**src/design/sorted_value_table_unit_assert.svh**
```systemverilog
// Assertion macros shared by the sorted value table RTL
`ifndef SORTED_VALUE_TABLE_UNIT_ASSERT_SVH
`define SORTED_VALUE_TABLE_UNIT_ASSERT_SVH

// Checked on every clock edge except while reset is held
`define SVT_ASSERT(lbl, prop, msg) \
    lbl: assert property (@(posedge i_clk) disable iff (!i_rst_n) prop) else $error(msg);

// Checked on every clock edge, reset included
`define SVT_ASSERT_ALWAYS(lbl, prop, msg) \
    lbl: assert property (@(posedge i_clk) prop) else $error(msg);

`endif

```
**src/design/svt_pkg.sv**
```systemverilog
// Shared types and constants for the sorted value table
package svt_pkg;

    localparam int SVT_CAPACITY = 64;
    localparam int DATA_W       = 32;
    localparam int CMD_W        = 2;
    localparam int COUNT_OUT_W  = 7;
    localparam int OUT_TDATA_W  = 40;

    typedef enum logic [CMD_W-1:0] {
        CMD_INSERT = 2'd0,
        CMD_REMOVE = 2'd1,
        CMD_ODD    = 2'd2
    } t_cmd;

    typedef enum logic [2:0] {
        CELL_HOLD   = 3'd0,
        CELL_INSERT = 3'd1,
        CELL_REMOVE = 3'd2,
        CELL_MARK   = 3'd3,
        CELL_SWAP   = 3'd4
    } t_cell_op;

    typedef struct packed {
        t_cell_op op;
        logic     phase;
    } t_cell_ctrl;

endpackage

```
**src/design/svt_cell.sv**
```systemverilog
// One slot of the sorted value chain: value, drop mark and neighbour transfers
module svt_cell
    import svt_pkg::*;
#(
    parameter int CAPACITY = SVT_CAPACITY,
    parameter int IDX      = 0
) (
    input  logic                              i_clk,
    input  t_cell_ctrl                        i_ctrl,
    input  logic signed [DATA_W-1:0]          i_value,
    input  logic [$clog2(CAPACITY+1)-1:0]     i_count,
    input  logic signed [DATA_W-1:0]          i_left_val,
    input  logic                              i_left_ge,
    input  logic                              i_left_drop,
    input  logic signed [DATA_W-1:0]          i_right_val,
    input  logic                              i_right_drop,
    output logic signed [DATA_W-1:0]          o_val,
    output logic                              o_ge,
    output logic                              o_drop,
    output logic                              o_hit
);

    localparam int             CW        = $clog2(CAPACITY + 1);
    localparam logic [CW-1:0]  POS       = CW'(IDX);
    localparam bit             HAS_LEFT  = (IDX > 0);
    localparam bit             HAS_RIGHT = (IDX < CAPACITY - 1);
    localparam logic           PAR       = ((IDX % 2) == 1);

    logic signed [DATA_W-1:0] r_val, n_val;
    logic                     r_drop, n_drop;
    logic                     w_live;
    logic                     w_ge;

    assign w_live = (POS < i_count);
    // not smaller than the search value, or past the end of the table
    assign w_ge   = !(w_live && (r_val < i_value));

    always_comb begin
        n_val  = r_val;
        n_drop = r_drop;
        unique case (i_ctrl.op)
            CELL_HOLD: begin
                n_val = r_val;
            end
            CELL_INSERT: begin
                if (w_ge) begin
                    n_val = (HAS_LEFT && i_left_ge) ? i_left_val : i_value;
                end
            end
            CELL_REMOVE: begin
                if (w_ge && HAS_RIGHT) begin
                    n_val = i_right_val;
                end
            end
            CELL_MARK: begin
                n_drop = !w_live || r_val[0];
            end
            CELL_SWAP: begin
                // odd-even transposition: dropped slots bubble to the tail
                if (i_ctrl.phase == PAR) begin
                    if (HAS_RIGHT && r_drop && !i_right_drop) begin
                        n_val  = i_right_val;
                        n_drop = i_right_drop;
                    end
                end else begin
                    if (HAS_LEFT && i_left_drop && !r_drop) begin
                        n_val  = i_left_val;
                        n_drop = i_left_drop;
                    end
                end
            end
            default: begin
                n_val = r_val;
            end
        endcase
    end

    always_ff @(posedge i_clk) begin
        r_val  <= n_val;
        r_drop <= n_drop;
    end

    assign o_val  = r_val;
    assign o_ge   = w_ge;
    assign o_drop = r_drop;
    assign o_hit  = w_ge && !(HAS_LEFT && i_left_ge) && w_live && (r_val == i_value);

endmodule

```
**config.mk**
```make
export PLATFORM = sky130hd
export DESIGN_NAME = svt_cell
export DESIGN_NICKNAME = d
export VERILOG_FILES = /design/src/design/sorted_value_table_unit_assert.svh /design/src/design/svt_pkg.sv /design/src/design/svt_cell.sv
export SDC_FILE = /design/constraint.sdc
export NUM_CORES = 1
export LEC_CHECK = 0
export ABC_CLOCK_PERIOD_IN_PS = 7550
export CAP_MARGIN = 20
export CORE_ASPECT_RATIO = 0.5
export CORE_MARGIN = 2
export CORE_UTILIZATION = 63
export DETAILED_ROUTE_END_ITERATION = 12
export DONT_BUFFER_PORTS = 1
export PLACE_DENSITY = 0.89
export SETUP_SLACK_MARGIN = 0.02
export SLEW_MARGIN = 0
export SYNTH_ARGS = -nofsm -noshare
export SYNTH_HDL_FRONTEND = slang
export SYNTH_SLANG_ARGS = --single-unit
```
**constraint.sdc**
```tcl
create_clock -name i_clk -period 7.55 [get_ports i_clk]
set_input_delay 0.755 -clock i_clk [delete_from_list [all_inputs] [get_ports i_clk]]
set_output_delay 0.755 -clock i_clk [all_outputs]
set_load 0.1 [all_outputs]
```
==> reports/qor.yml, run 1 <==
worstPathRequired_ns: 6.80
irDropWorstVdd_v: 0.000126
die-area_um2: 4060
io_buffers: 0
place_ws_ns: 3.43
clk_latency_ns: 0.28
initial_core_util_pct: 65.2
max_freq_mhz: 226
syn_area_um2: 2230
syn_nets: 378
clk_pin_slew_worst_paths_ns: 0.07
cap_viol_max_count: 0
slew_headroom_pct: 26.3
htree_levels: 2
first_iter_violations: 83
rsz0062_at_grt: "false"
synth_cells: 235
fin_crit_sh_pct: 58.7
cts.sinks: 33
antenna_found_initial: 0
post_cts_buffers: 0
ant_nets: 0
power_density_nw_per_um2: 223
globalRouteOverflowTotal: 0
coreArea_um2: 3420
num_io_pins: 146
vias: 1719
grt_pass1_vias: 1641
wl_per_cell_um: 16.1
crit_chain: "ha_1 -> a21oi_1 -> o21ai_0 -> a221o_1 -> o31a_1 -> o21ba_1 -> o21ai_2"
syn_area_per_cell_um2: 9.48
drtPass1Iterations: 4
dieHeight_um: 46.1
grt_usage_pct: 23.3
fin_skew_ns: 0.00632
numCtsBuffers: 5
drt-total-wl_mm: 4.68
cts-root-buf: "clkbuf_8"
holdWs_ns: 0.661
ys_seq_elements: 33
finalSetupViolCount: 0
path_class: "flop to output pin"
grt_max_degree: 64
rows: 15
fin_cells: 290
layout-drive-gt1-share_pct: 5.86
arrival_ns: 3.68
drcViolationCount: 0
worst_slack_ns: 3.12
finalMaxSlewViolations: 0
fin_crit_ns: 4.43
clock_path_buffers: 2
area_growth_pct: 8.93
place_congestion: 0.827
yosysSeqAreaShare_pct: 44.5
grt_first_pass_wirelength_mm: 7.03
fp.dieW_um: 88.1
place_hpwl_mm: 3.64
viasPerCell: 5.93
tns_ns: 0
slowest_delay_ns: 0.97
status: "completed"
filler_cell_count: 259
final_hold_viol_count: 0
critPathLaunchType: "flop"
worst_pin_slew_ns: 1.10
num-nets-final: 382
place_inst: 282
synth_cell_types: 30
leakage_nw: 1.03
crit_fanout: 3
slowest_stage: "edfxtp_1"
postCtsResizedCells: 0
hold_path_class: "primary input to flop"
antennaDiodeCount: 0
cp-end-kind: "output pin"
fin_util_pct: 71.1
cts_hold_buf: 0
yosys_warnings: 0
cts_tree: "yes"
==> power by group <==
part | leakage, nW | internal [W] | total (W) | switching, W
Combinational | 0.676 | 0.0000335 | 0.0000911 | 0.0000576
Sequential | 0.311 | 0.000223 | 0.000327 | 0.000104
Clock | 0.0387 | 0.0000621 | 0.000124 | 0.0000614
==> per-stage QoR <==
step / cell area [um^2] / power, W
global route: 2430 / 0.000566
detailed placement: 2330 / 0.000420
finish: 2430 / 0.000542
floorplan: 2230 / 0.000398
CTS: 2410 / 0.000543
global placement: 2330 / 0.000414
==> layout by cell type, fill, tap and decap left out, types with 2 or more instances in the layout <==
cell type and count:
ha_1 32, nor2_1 4, a21oi_1 10, nand2_1 39, a21o_1 3, nor4_1 4, nor3_1 3, o21ai_0 34
inv_1 32, o21a_1 3, edfxtp_1 33, nand4_1 8, nand3_1 2, clkbuf_8 5, nand2b_1 3, a31oi_1 2
==> metal layers <==
layer | up-vias | share of wire [%] | track usage (%)
met5 | - | 0 | 0
met3 | 13 | 6.0 | 7.17
met4 | 0 | 1.9 | 7.58
met2 | 75 | 50 | 40.6
met1 | 787 | 42 | 28.5
li1 | 844 | - | -
==> synthesized netlist by cell type <==
| library cell | number | area, um^2 |
|---|---|---|
| a211o_1 | 1 | 8.76 |
| a211oi_1 | 1 | 7.51 |
| a21boi_0 | 1 | 7.51 |
| a21o_1 | 3 | 22.5 |
| a21oi_1 | 10 | 50.1 |
| a21oi_2 | 1 | 8.76 |
| a221o_1 | 1 | 10.0 |
| a31oi_1 | 2 | 12.5 |
| and4_1 | 1 | 8.76 |
| clkbuf_1 | 6 | 22.5 |
| edfxtp_1 | 33 | 991 |
| ha_1 | 32 | 400 |
| inv_1 | 32 | 120 |
| mux2_2 | 1 | 11.3 |
| nand2_1 | 39 | 146 |
| nand2b_1 | 3 | 18.8 |
| nand3_1 | 2 | 10.0 |
| nand4_1 | 8 | 50.1 |
| nor2_1 | 5 | 18.8 |
| nor2b_1 | 1 | 6.26 |
| nor3_1 | 4 | 20.0 |
| nor4_1 | 4 | 25.0 |
| o211a_1 | 1 | 10.0 |
| o211ai_1 | 1 | 7.51 |
| o21a_1 | 3 | 22.5 |
| o21ai_0 | 35 | 175 |
| o21ba_1 | 1 | 10.0 |
| o31a_1 | 1 | 8.76 |
| xnor2_1 | 1 | 8.76 |
| xor2_1 | 1 | 8.76 |
==> path summary, 6_finish.rpt <==
kind | from | to | slack, ns | depth (start not counted)
max | o_val[5] | o_ge | 3.12 | 7
min | i_right_val[21] | o_val[21] | 0.66 | 2
max reg2reg | o_val[14] | o_val[1] | 3.69 | 8
min reg2reg | o_val[0] | o_drop | 1.26 | 2
==> state kept, by name, indices dropped and copies added, names as in the netlist <==
signal and flops:
o_drop 1, o_val 32
==> critical path, delay by kind of cell, from the launching register on <==
family	cells	cell delay, ns
AOI/OAI and AO/OA	6	2.02
DFF	1	0.97
adders and majority gates	1	0.40
==> cell type report <==
| type | instances | area [um^2] | area share, % |
|---|---|---|---|
| clock buffer | 6 | 72.6 | 2.99 |
| clock inverter | 1 | 3.75 | 0.155 |
| inverter | 32 | 120 | 4.95 |
| multi-input combinational | 164 | 1120 | 46.3 |
| sequential | 33 | 991 | 40.8 |
| tap | 51 | 63.8 | 2.63 |
| timing repair buffer | 3 | 52.6 | 2.16 |
==> logic make-up after synthesis <==
logic type	share of synthesized area, %
DFF	44.5
AOI/OAI and AO/OA	16.2
buffers and inverters	6.40
xor gates and xnor gates	0.786
and+or+nand+nor	13.6
muxes	0.505
adders and majority gates	18.0
Power figures use the tool's default switching activity.
==> run 2, diff against run 1 <==
--- a/config.mk
+++ b/config.mk
@@ -5,14 +5,14 @@
 export SDC_FILE = /design/constraint.sdc
 export NUM_CORES = 1
 export LEC_CHECK = 0
-export ABC_CLOCK_PERIOD_IN_PS = 7550
+export ABC_CLOCK_PERIOD_IN_PS = 3740
 export CAP_MARGIN = 20
 export CORE_ASPECT_RATIO = 0.5
 export CORE_MARGIN = 2
-export CORE_UTILIZATION = 63
+export CORE_UTILIZATION = 57
 export DETAILED_ROUTE_END_ITERATION = 12
 export DONT_BUFFER_PORTS = 1
-export PLACE_DENSITY = 0.89
+export PLACE_DENSITY = 0.85
 export SETUP_SLACK_MARGIN = 0.02
 export SLEW_MARGIN = 0
 export SYNTH_ARGS = -nofsm -noshare
==> constraint.sdc (replaced) <==
create_clock -name i_clk -period 3.74 [get_ports i_clk]
set_input_delay 0.374 -clock i_clk [delete_from_list [all_inputs] [get_ports i_clk]]
set_output_delay 0.374 -clock i_clk [all_outputs]
set_load 0.1 [all_outputs]
==> run 2 against run 1 <==
Against the previous run:
- clock skew down 0.0019 ns
- critical path type unchanged
- setup slack worse by 2.5 ns
- power up 110%
- clock power up 96%
- cell count up 12%
==> reports/qor.yml, run 2 (synthesis gave the netlist of run 1 again) <==
status: "completed"  # unchanged
filler_cell_count: 257  # was 259
arrival_ns: 2.73  # was 3.68 ns
initial_core_util_pct: 62.2  # was 65.2%
rsz0062_at_grt: "false"  # unchanged
antennaDiodeCount: 0  # unchanged
clock_path_buffers: 2  # unchanged
crit_fanout: 3  # unchanged
cts_hold_buf: 0  # unchanged
sw_frac_of_total_pct: 40.1  # was 41.2%
cts-root-buf: "clkbuf_8"  # unchanged
comb_power_share_pct: 37.9  # was 16.8%
first_iter_violations: 75  # was 83
p_int_w: 0.000682  # was 0.000318 W
globalRouteOverflowTotal: 0  # unchanged
grt_usage_pct: 21.5  # was 23.3%
viasPerCell: 5.60  # was 5.93
cap_viol_max_count: 0  # unchanged
seq_power_share_pct: 40.8  # was 60.4%
io_buffers: 0  # unchanged
post_cts_buffers: 0  # unchanged
drt-total-wl_mm: 5.02  # was 4.68 mm
postCtsResizedCells: 0  # unchanged
fin_skew_ns: 0.00440  # was 0.00632 ns
cts.sinks: 33  # unchanged
irDropWorstVdd_v: 0.000234  # was 0.000126 V
power_w: 0.00114  # was 0.000542 W
dieHeight_um: 48.2  # was 46.1 um
grt_max_degree: 64  # unchanged
worst_pin_slew_ns: 0.582  # was 1.10 ns
grt_first_pass_wirelength_mm: 7.15  # was 7.03 mm
antenna_found_initial: 0  # unchanged
path_class: "flop to output pin"  # unchanged
netSwitchingPower_w: 0.000456  # was 0.000223 W
htree_levels: 2  # unchanged
finalSetupViolCount: 0  # unchanged
cts_tree: "yes"  # unchanged
largest_reg_flops: 32  # unchanged
coreArea_um2: 3580  # was 3420 um^2
fin_crit_sh_pct: 83.0
vias: 1820  # was 1719
area_growth_pct: 21.3  # was 8.93%
slew_headroom_pct: 61.1  # was 26.3%
drcViolationCount: 0  # unchanged
final_hold_viol_count: 0  # unchanged
tns_ns: 0  # unchanged
cp-end-kind: "output pin"  # unchanged
critPathLaunchType: "flop"  # unchanged
clk_pin_slew_worst_paths_ns: 0.07  # about the same
rows: 15  # unchanged
finalMaxSlewViolations: 0  # unchanged
place_hpwl_mm: 3.86  # was 3.64 mm
place_congestion: 0.797  # was 0.827
power_density_nw_per_um2: 421  # was 223 nW/um^2
layout-drive-gt1-share_pct: 17.9  # was 5.86%
hold_path_class: "primary input to flop"  # unchanged
layout_common_cells: "nand2_1 (39), buf_4 (35), o21ai_0 (34)"  # was nand2_1 (39), o21ai_0 (34), edfxtp_1 (33)
max_freq_mhz: 322
ant_nets: 0  # unchanged
worstPathRequired_ns: 3.37  # was 6.80 ns
die-area_um2: 4460  # was 4060 um^2
wl_per_cell_um: 15.5  # was 16.1 um
numCtsBuffers: 5  # unchanged
leakage_nw: 1.19  # was 1.03 nW
clk_latency_ns: 0.27  # was 0.28 ns
fp.dieW_um: 92.4  # was 88.1 um
grt_pass1_vias: 1566  # was 1641
fin_crit_ns: 3.11
final_common_cell: "nand2_1"  # unchanged
drtPass1Iterations: 4  # unchanged
num_io_pins: 146  # unchanged
num-nets-final: 417  # was 382
power.share.clock_pct: 21.4  # was 22.8%
## run 2: cell types whose count changed in the layout (fill, tap and decap cells not counted), sizes merged
cell | before | now
clkbuf | 7 | 6
buf | 2 | 38
## run 2: metal layers
metal	track usage (%)	wire [um]	vias up
li1	-	-	917
met1	26.7	2150	821
met2	40.4	2540	76
met3	4.64	291	6
met4	5.97	41	0
met5	0	0	-
## run 2: cell type report
type	count	area [um^2]	area share, %
Sequential cell	33	991	36.6
Inverter	32	120	4.44
Clock inverter	1	3.75	0.139
Tap cell	51	63.8	2.36
Multi-Input combinational cell	164	1130	41.8
Timing Repair Buffer	38	323	11.9
Clock buffer	6	72.6	2.68
## run 2: path summary, 6_finish.rpt
path | slack [ns] | depth (start not counted) | endpoint | start
max | 0.63 | 8 | o_ge | o_val[7]
min | 0.29 | 2 | o_val[16] | i_right_val[16]
max reg2reg | 0.67 | 8 | o_val[15] | o_val[14]
min reg2reg | 0.96 | 3 | o_drop | o_val[0]
## run 2: stage by stage
stage               cells  instance area [um^2]  setup WS (ns)  hold slack [ns]  utilization, %
floorplan             235                  2260          0.127            0.561               -
global placement      317                  2610          0.720            0.565            72.7
detailed placement    317                  2610          0.705            0.570            72.7
CTS                   324                  2680          0.643            0.285            74.9
global route          325                  2700          0.467            0.292            75.4
finish                325                  2700          0.634            0.291            75.4
## run 2: power groups by stage
stage	clock [W]	combinational (W)	sequential (W)
after floorplan	0	0.000144	0.000662
after global placement	0	0.000415	0.000469
after detailed placement	0	0.000424	0.000472
after CTS	0.000252	0.000428	0.000464
after global routing	0.000266	0.000458	0.000467
final	0.000243	0.000431	0.000464
## run 2: critical path: stages (launching register included)
cell      delay (ns)
edfxtp_1        0.42
ha_1            0.31
a21oi_1         0.15
o21ai_0         0.11
a221o_1         0.33
o31a_1          0.35
nor3_1          0.48
o21ai_2         0.12
buf_12          0.18
==> run 3, diff against run 2 <==
--- a/config.mk
+++ b/config.mk
@@ -5,7 +5,7 @@
 export SDC_FILE = /design/constraint.sdc
 export NUM_CORES = 1
 export LEC_CHECK = 0
-export ABC_CLOCK_PERIOD_IN_PS = 3740
+export ABC_CLOCK_PERIOD_IN_PS = 2600
 export CAP_MARGIN = 20
 export CORE_ASPECT_RATIO = 0.5
 export CORE_MARGIN = 2
==> constraint.sdc (replaced) <==
create_clock -name i_clk -period 2.6 [get_ports i_clk]
set_input_delay 0.26 -clock i_clk [delete_from_list [all_inputs] [get_ports i_clk]]
set_output_delay 0.26 -clock i_clk [all_outputs]
set_load 0.1 [all_outputs]
==> run 3 against run 2 <==
Against the previous run:
- the flow now finishes with violations (negative setup slack)
- sequential power increased by 45%
- setup slack worse by 0.85 ns
- via count is 13% higher
- power up 53%
- flip-flop and latch count is the same
- final area up 9.7%
- clock power increased by 56%
- non-clock buffer count rose by 19
- global-route usage grew 4.4 points
- first-iteration DRC count is 75% higher
- highest routed layer unchanged
==> reports/qor.yml, run 3 (synthesis gave the netlist of run 1 again) <==
netSwitchingPower_w: 0.000710  # was 0.000456 W
rsz0062_at_grt: "true"  # was false
worst_r2r_path_depth: 10  # was 8
ant_nets: 0  # unchanged
place_congestion: 0.793  # was 0.797
reg2reg_from: "o_val[12]"  # was o_val[14]
leakage_nw: 1.30  # was 1.19 nW
cts.sinks: 33  # unchanged
slowest_delay_ns: 0.43  # was 0.48 ns
max_freq_mhz: 355
num-nets-final: 436  # was 417
drcViolationCount: 0  # unchanged
first_iter_violations: 131  # was 75
clk_latency_ns: 0.29  # was 0.27 ns
coreArea_um2: 3580  # unchanged
holdPathEnd: "o_val[4]"  # was o_val[16]
cts_hold_buf: 0  # unchanged
status: "finished, violations left"  # was completed
sw_frac_of_total_pct: 40.6  # was 40.1%
r2r-end: "o_val[20]"  # was o_val[15]
power.share.clock_pct: 21.7  # was 21.4%
wl_met3_um: 403  # was 291 um
whs_path_depth: 2  # unchanged
cp-end-kind: "output pin"  # unchanged
fp.dieW_um: 92.4  # unchanged
wl_per_cell_um: 18.4  # was 15.5 um
critPathLaunchType: "flop"  # unchanged
clk_pin_slew_worst_paths_ns: 0.07  # about the same
grt_usage_pct: 26.0  # was 21.5%
finalMaxSlewViolations: 0  # unchanged
num_io_pins: 146  # unchanged
seq_power_share_pct: 38.4  # was 40.8%
violations: "negative setup slack"
fin_util_pct: 82.8  # was 75.4%
path_class: "flop to output pin"  # unchanged
crit_fanout: 3  # unchanged
place_hpwl_mm: 4.14  # was 3.86 mm
fin_crit_sh_pct: 108
filler_cell_count: 194  # was 257
final_hold_viol_count: 0  # unchanged
area_growth_pct: 33.1  # was 21.3%
hp-start: "i_right_val[4]"  # was i_right_val[16]
power_density_nw_per_um2: 589  # was 421 nW/um^2
initial_core_util_pct: 62.2  # unchanged
numCtsBuffers: 5  # unchanged
comb_power_share_pct: 39.9  # was 37.9%
arrival_ns: 2.56  # was 2.73 ns
cap_viol_max_count: 0  # unchanged
wl_met2_mm: 3.24  # was 2.54 mm
htree_levels: 2  # unchanged
antenna_found_initial: 0  # unchanged
fin_skew_ns: 0.00591  # was 0.00440 ns
grt_pass1_vias: 1817  # was 1566
final_common_cell: "buf_4"  # was nand2_1
met1Wirelength_mm: 2.52  # was 2.15 mm
p_int_w: 0.00104  # was 0.000682 W
r2r_slack_ns: -0.17  # was 0.67 ns
vias: 2057  # was 1820
clock_path_buffers: 2  # unchanged
irDropWorstVdd_v: 0.000401  # was 0.000234 V
layout_common_cells: "buf_4 (50), nand2_1 (39), edfxtp_1 (33)"  # was nand2_1 (39), buf_4 (35), o21ai_0 (34)
worst_slack_ns: -0.217  # was 0.634 ns
hold_path_class: "primary input to flop"  # unchanged
drtPass1Iterations: 4  # unchanged
slew_headroom_pct: 65.3  # was 61.1%
crit_family: "compound AO/OA/AOI/OAI gates"  # unchanged
slowest_stage: "edfxtp_1"  # was nor3_1
dieHeight_um: 48.2  # unchanged
finalSetupViolCount: 34  # was 0
layout-drive-gt1-share_pct: 26.5  # was 17.9%
cts-root-buf: "clkbuf_8"  # unchanged
cts_tree: "yes"  # unchanged
largest_reg_flops: 32  # unchanged
drt-total-wl_mm: 6.35  # was 5.02 mm
antennaDiodeCount: 0  # unchanged
top_layer: "met4"  # unchanged
worst_pin_slew_ns: 0.516  # was 0.582 ns
die-area_um2: 4460  # unchanged
grt_max_degree: 45  # was 64
tns_ns: -5.55  # was 0 ns
viasPerCell: 5.96  # was 5.60
io_buffers: 0  # unchanged
rows: 15  # unchanged
fin_crit_ns: 2.82
worstPathRequired_ns: 2.34  # was 3.37 ns
grt_first_pass_wirelength_mm: 8.48  # was 7.15 mm
globalRouteOverflowTotal: 0  # unchanged
crit_chain: "ha_1 -> nand4_1 -> buf_4 -> nor4_4 -> a21boi_2 -> o31a_1 -> o21ba_4 -> nor3_4 -> buf_12"  # was ha_1 -> a21oi_1 -> o21ai_0 -> a221o_1 -> o31a_1 -> nor3_1 -> o21ai_2 -> buf_12
critPathBufInv: 2  # was 1
## run 3: repair_timing
action,CTS,global route
cloned,2,0
setup endpoints to repair,34,34
setup buffers,6,6
resized for setup,13,2
pin swaps,10,5
## run 3: worst max path at each step
stage / startpoint / endpoint / slack, ns / depth (start not counted)
after CTS: o_val[7] / o_hit / -0.17 / 8
after global placement: o_val[7] / o_val[8] / -0.02 / 8
after detailed placement: o_val[5] / o_val[8] / -0.06 / 8
after floorplan: o_val[11] / o_val[0] / -0.79 / 7
after global routing: o_val[12] / o_hit / -0.29 / 9
final: o_val[12] / o_hit / -0.22 / 9
## run 3: worst register-to-register path: cells and delay by family (launching register included)
kind | cells | cell delay [ns]
AOI/OAI and AO/OA | 3 | 0.63
adders and majority gates | 1 | 0.31
buffers and inverters | 3 | 0.46
DFF | 1 | 0.43
and+or+nand+nor | 3 | 0.71
## run 3: per-layer routing
metal | track usage [%] | up-vias
met5 | 0 | -
met4 | 9.25 | 0
met2 | 52.0 | 122
met3 | 6.49 | 28
li1 | - | 955
met1 | 28.8 | 952
## run 3: area by class of cell
class | instances | area (um^2) | share of cell area, %
Multi-Input combinational cell | 164 | 1240 | 41.8
Timing Repair Buffer | 57 | 472 | 15.9
Tap cell | 51 | 63.8 | 2.15
Sequential cell | 33 | 991 | 33.4
Inverter | 32 | 120 | 4.05
Clock buffer | 8 | 80.1 | 2.70
## run 3: power by group through the flow
| stage | logic [W] | registers (W) | clock network, W |
|---|---|---|---|
| after floorplan | 0.000219 | 0.000954 | 0 |
| after global placement | 0.000620 | 0.000676 | 0 |
| after detailed placement | 0.000638 | 0.000679 | 0 |
| after CTS | 0.000670 | 0.000668 | 0.000382 |
| after global routing | 0.000735 | 0.000674 | 0.000414 |
| final | 0.000697 | 0.000671 | 0.000379 |
## run 3: metrics by stage
step / std cells / cell area, um^2 / total power (W) / worst slack (ns) / hold WS, ns
6_report: 345 / 2970 / 0.00175 / -0.217 / 0.163
2_1_floorplan: 235 / 2300 / 0.00117 / -0.790 / 0.447
3_3_place_gp: 324 / 2710 / 0.00130 / -0.0168 / 0.450
3_5_place_dp: 324 / 2710 / 0.00132 / -0.0645 / 0.459
4_1_cts: 339 / 2900 / 0.00172 / -0.171 / 0.164
5_1_grt: 345 / 2970 / 0.00182 / -0.287 / 0.167
